### src/design/ldpf_pkg.sv
package ldpf_pkg;

  // Shared multiplier geometry: signed operands, full-width product
  localparam int MUL_W  = 33;
  localparam int PROD_W = 2 * MUL_W;

  // Configuration port
  localparam int CFG_IDX_W = 2;
  localparam int CFG_W     = 24;
  localparam int OFFSET_W  = 22;
  localparam int SLOPE_W   = 24;

  localparam logic [CFG_IDX_W-1:0] REG_OFFSET_CH0    = 2'd0;
  localparam logic [CFG_IDX_W-1:0] REG_INV_SLOPE_CH0 = 2'd1;
  localparam logic [CFG_IDX_W-1:0] REG_OFFSET_CH1    = 2'd2;
  localparam logic [CFG_IDX_W-1:0] REG_INV_SLOPE_CH1 = 2'd3;

  localparam logic [SLOPE_W-1:0] INV_SLOPE_RESET = 24'd167772;

  // Operations
  localparam logic OP_PROCESS    = 1'b0;
  localparam logic OP_RESET_PEAK = 1'b1;

  // Level limits, snap threshold and exp input range
  localparam logic signed [23:0] LEVEL_MAX = 24'sh7FFFFF;
  localparam logic signed [23:0] LEVEL_MIN = 24'sh800000;
  localparam logic [24:0]        SNAP_Q16  = 25'd22282;
  localparam logic signed [23:0] EXP_HI    = 24'sd800000;
  localparam logic signed [23:0] EXP_LO    = -24'sd800000;

  // Average: (8*old + 2*arg + 5) biased positive by 10*2^23, divided by 10
  localparam logic [28:0] AVG_BIAS   = 29'd83886085;
  localparam logic [28:0] RECIP10    = 29'd429496730;   // ceil(2^32/10)
  localparam int          RECIP10_SH = 32;
  localparam logic [24:0] LEVEL_HALF = 25'd8388608;

  // Exp range reduction
  localparam logic [29:0] LN2_Q30   = 30'd744261118;
  localparam logic [30:0] ONE_Q30   = 31'd1073741824;
  localparam logic [24:0] EXP_K     = 25'd24204406;     // 2^54 / LN2_Q30
  localparam int          EXP_K_SH  = 40;
  localparam int          EXP_SCALE = 14;
  localparam logic [3:0]  TAY_LAST  = 4'd12;

  // Peak decay: floor(peak*19/20) = peak - floor(((peak + 19) >> 2) / 5)
  localparam logic [32:0] PEAK_ROUND = 33'd19;
  localparam logic [31:0] RECIP5     = 32'd3435973837;  // ceil(2^34/5)
  localparam int          RECIP5_SH  = 34;

  typedef struct packed {
    logic              operation;
    logic              channel;
    logic signed [15:0] sample;
  } ldpf_req_t;

  typedef struct packed {
    logic               out_channel;
    logic signed [23:0] log_level;
    logic [31:0]        power;
    logic [31:0]        peak;
  } ldpf_rsp_t;

  typedef enum logic [3:0] {
    ST_IDLE,
    ST_ARG_MUL,
    ST_ARG,
    ST_AVG_MUL,
    ST_AVG,
    ST_EXP_EST,
    ST_EXP_N,
    ST_EXP_R,
    ST_EXP_FIX,
    ST_TAY_B,
    ST_TAY_C,
    ST_EXP_SH,
    ST_PEAK_MUL,
    ST_PEAK,
    ST_DONE
  } ldpf_state_t;

  // Reciprocal of the Taylor index k: ceil(2^(30+l)/k), l = ceil(log2 k).
  // Exact floor division for numerators below 2^30.
  function automatic logic [30:0] taylor_recip(input logic [3:0] k);
    logic [30:0] m;
    unique case (k)
      4'd1:    m = 31'd1073741824;
      4'd2:    m = 31'd1073741824;
      4'd3:    m = 31'd1431655766;
      4'd4:    m = 31'd1073741824;
      4'd5:    m = 31'd1717986919;
      4'd6:    m = 31'd1431655766;
      4'd7:    m = 31'd1227133514;
      4'd8:    m = 31'd1073741824;
      4'd9:    m = 31'd1908874354;
      4'd10:   m = 31'd1717986919;
      4'd11:   m = 31'd1561806290;
      4'd12:   m = 31'd1431655766;
      default: m = 31'd1073741824;
    endcase
    return m;
  endfunction

  function automatic logic [5:0] taylor_shift(input logic [3:0] k);
    logic [5:0] s;
    unique case (k)
      4'd1:                      s = 6'd30;
      4'd2:                      s = 6'd31;
      4'd3, 4'd4:                s = 6'd32;
      4'd5, 4'd6, 4'd7, 4'd8:    s = 6'd33;
      4'd9, 4'd10, 4'd11, 4'd12: s = 6'd34;
      default:                   s = 6'd30;
    endcase
    return s;
  endfunction

endpackage

### src/design/ldpf_mul.sv
module ldpf_mul
  import ldpf_pkg::*;
(
  input  logic                     clk,
  input  logic signed [MUL_W-1:0]  a,
  input  logic signed [MUL_W-1:0]  b,
  output logic signed [PROD_W-1:0] p
);

  // Register the product; the sequencer consumes it on the next cycle
  always_ff @(posedge clk) begin
    p <= a * b;
  end

endmodule

### config.mk
export PLATFORM = sky130hd
export DESIGN_NAME = ldpf_mul
export DESIGN_NICKNAME = d
export VERILOG_FILES = /design/src/design/ldpf_pkg.sv /design/src/design/ldpf_mul.sv
export SDC_FILE = /design/constraint.sdc
export NUM_CORES = 2
export LEC_CHECK = 0
export BUFFER_PORTS_ARGS = -buffer_cell sky130_fd_sc_hd__buf_2
export CORE_AREA = 2 2 304 306
export DETAILED_ROUTE_END_ITERATION = 7
export DIE_AREA = 0 0 306 308
export PLACE_DENSITY = 0.59
export SLEW_MARGIN = 20
export SYNTH_ARGS = -nofsm -noshare
export SYNTH_HDL_FRONTEND = slang
export SYNTH_SLANG_ARGS = --single-unit
export TNS_END_PERCENT = 30
### constraint.sdc
create_clock -name clk -period 13.5 [get_ports clk]
set_clock_uncertainty 0.1 [all_clocks]
set_input_delay 0.675 -clock clk [delete_from_list [all_inputs] [get_ports clk]]
set_output_delay 0.675 -clock clk [all_outputs]
set_load 0.02 [all_outputs]
Yosys cells after proc, flatten, opt, wreduce, memory -nomap -nowiden
Cells that the tools add are included.
- flip-flop bits (word level): 66
- bits of input ports: 67
- output and inout port bits: 66
- multiply operators: 1
- operator list (operator ; number):
    $mul A33 B33 Y66 ; 1

Depth between registers and ports, before layout
- depth in word-level cells: 1
- depth in mapped cells: 27
- mapped depth without buffers: 26

Worst setup path before layout
No wires, ideal clock.
- path type: in2reg
- start point: input port a[32]
- end point: register p[62]
- arrival: 7.832 ns
- slack: 5.489 ns
- cell stages on the path: 23
- path buffers: 2
- path through: clkbuf_1 nand2_1 inv_1 fa_1 fa_1 fa_1 fa_1 fa_1 fa_1 fa_1 inv_1 fa_1 inv_1 ha_1 clkbuf_1 and3_1 nand3_1 nand2b_1 a2111oi_4 a211oi_4 a21o_2 a21o_1 a211oi_2
- word-level cells in the longest chain between the ends: 1
- RTL lines (element ; RTL line ; source):
    start, declared ; ldpf_mul.sv:5 ; input logic signed [MUL_W-1:0] a,
    $mul A33 B33 Y66 ; ldpf_mul.sv:12 ; p <= a * b;
    end signal, assigned ; ldpf_mul.sv:12 ;
    end, declared ; ldpf_mul.sv:7 ; output logic signed [PROD_W-1:0] p
Every way passes these cells.

Worst setup path in the final report
- start point: input port b[9]
- end point: register p[63]
- word-level cells in the longest chain between the ends: 1
- RTL lines (element ; RTL line ; source):
    start, declared ; ldpf_mul.sv:6 ; input logic signed [MUL_W-1:0] b,
    $mul A33 B33 Y66 ; ldpf_mul.sv:12 ;
Every way passes these cells.

==> impl_summary.txt <==
----------------------------------------------------
[Placement]
  Final Wtd Congestion ... roughly 0.89
  Estimated wirelength of the detail-placed design ... between 80000 and 90000 µm
  Number of buffer cells added on primary ports ... ~130

[Yosys]
  Number of library cell types mapped by synthesis ... 80
  Yosys Warn Count ... 0
  Proportion of synthesized chip area in sequential cells ... 0.03244
  Number of synthesized register bits ... 66
  Synth async-reset ratio ... 0
  Top flip-flop cell by instance count after synthesis ... dfxtp_1
  Post-synthesis area per instance ... between 9 and 10 µm²
  Post-synth net total ... between 5000 and 6000
  Number of enable-type register cells in the synthesized netlist ... 0
  Number of cells produced by synthesis ... between 4000 and 5000
  Post-synth design cell area ... 40730 µm²

[Timing]
  Post-route minimum period ... roughly 9 ns
  Final count of negative-setup-slack endpoints ... 0
  FMAX ... 0.1131 GHz
  Fraction of the cycle the final worst path needs ... 0.6551
  Transition time at the pin with the least slew margin ... roughly 1.1 ns
  Final Hold Viols ... 0
  Setup total negative slack ... 0 ns
  Final hold slack ... ~0.74 ns
  Slew headroom ... 0.2483
  Unrepaired setup endpoints after global routing ... false
  Max-slew violations ... 0

[Floorplan]
  Width of the chip ... 306 µm
  I/O pin total ... about 130
  Initial standard-cell utilization of the core ... 0.4478
  Core region area ... between 90000 and 100000 µm²
  Area of the die ... 94250 µm²
  Number of rows in the core area ... 111
  DIE HEIGHT ... 308 µm

[Clock network]
  Setup Buffers After CTS ... 0
  TritonCTS clock tree ... built
  Number of buffers on the longest clock path ... 2
  Number of hold-repair buffers added at the cts stage ... 0
  Total of cells resized after clock tree synthesis ... 0
  CTS H-tree lvls ... 3
  CTS Root Cell ... clkbuf_16
  Total CTS buffers ... 9
  Clock-pin slew on the worst setup and hold paths ... approximately 0.08 ns
  Sinks on the clock net ... between 60 and 70

[Setup path]
  Critical path data arrival time ... approximately 9 ns
  Required time of the critical path ... 13.74 ns
  Kind of end point of the critical path ... register
  Worst setup SP type ... input pin
  Maximum fanout along the worst path ... 33
  Crit Path Category ... in -> reg

[Hold path]
  Number of cells on the worst hold path ... 2
  Hold/Removal Path Class ... in -> reg

[Global routing]
  Pin count of the biggest net entering global routing ... 34
  GRT overflow ... 0
  Global Route Usage Sum ... 0.2488
  First-pass GRT wire length ... between 150000 and 200000 µm
  Via count of the first global-routing pass ... around 32000
  Initial antenna violation count ... 5

[Job]
  Max-cap check violation count ... 0

[Final layout]
  Number of flip-flops in the largest register ... 66
  Most common cell after layout, fill and taps aside ... fa_1
  Total Nets Final ... 5717
  Biggest registers after layout ... p: 66 flops
  Share of final-layout standard cells stronger than drive strength 1 ... 0.04962
  Largest reg by FF count ... p
  Commonest non-fill, non-tap cells in the layout ... fa_1, inv_1, and2_1
  Layout-stage area growth over the synthesis result ... 4.445%

[Routing]
  Remaining DRCs ... 0
  First DRT Iteration DRCs ... about 1400
  Average routed wire per standard cell ... around 20 µm
  Total wire length after detailed routing ... roughly 110000 µm
  Remaining antenna violation count after routing ... 0
  Routed vias/inst ... 5.148
  Detailed-route via count ... roughly 28000
  Detailed-routing iteration count for the pre-antenna-repair pass ... 5

[Outcome]
  Run status ... complete, no violations

----------------------------------------------------
area by class of cell:
class	instances	area, µm²
fillers	8845	48420
diodes	1	2.502
clock buffers	10	239.0
inverters	1131	4245
clock inverters	6	65.06
multi-input cells	2920	34320
flip-flops and latches	66	1321
well taps	1186	1484
repair buffers	160	870.8
cell usage after synthesis, types with 12 or more instances:
library cell	number	share of area
xnor2_1	43	0.0092
fa_1	1145	0.56
a21oi_1	57	0.0070
xor2_1	25	0.0054
a21o_1	36	0.0066
o21ai_0	25	0.0031
and2_1	562	0.086
nand3_1	25	0.0031
inv_1	1131	0.10
nand2_1	551	0.051
nand2b_1	12	0.0018
clkbuf_1	208	0.019
dfxtp_1	66	0.032
nor2_1	68	0.0063
ha_1	217	0.067
logic make-up after synthesis:
family	synth area share
XOR/XNOR	0.01462
adder cells (fa/ha/maj)	0.6294
buffers and inverters	0.1251
AND/OR/NAND/NOR	0.1578
AO/OA/AOI/OAI	0.04067
flip-flops	0.03244
stage by stage:
step                setup WS (ns)  cells  cell area, µm²    util
finish                      4.656   5480           42540  0.4677
global route                4.335   5479           42540  0.4677
CTS                         4.721   5479           42540  0.4677
detailed placement          4.317   5463           42240  0.4643
global placement            4.305   5463           42240  0.4643
floorplan                   5.489   4338           40730       -
per-layer routing:
metal | routed length, µm | up-vias | global-route usage
met5 | 13 | - | 0.001034
met4 | 4461 | 2 | 0.09428
met3 | 4864 | 195 | 0.03127
met2 | 55610 | 724 | 0.4312
met1 | 44660 | 15060 | 0.3190
li1 | - | 12230 | -
worst max-delay path: stages:
cell     delay (ns)
buf_2          0.72
nand2_1        0.30
fa_1           0.70
fa_1           0.96
fa_1           0.55
inv_1          0.41
fa_1           0.53
fa_1           0.59
fa_1           0.44
fa_1           0.50
inv_1          0.05
fa_1           0.47
inv_1          0.04
ha_1           0.56
and3_1         0.31
nand4_1        0.10
nor4_1         0.40
a21oi_4        0.23
or3b_1         0.43
nand3_1        0.08
final timing paths:
kind              startpoint    end
hold / removal          b[0]   p[0]
setup / recovery        b[9]  p[63]
Power is not shown: default switching activity piles up to over one toggle a cycle in this logic, so the estimate is an artifact.
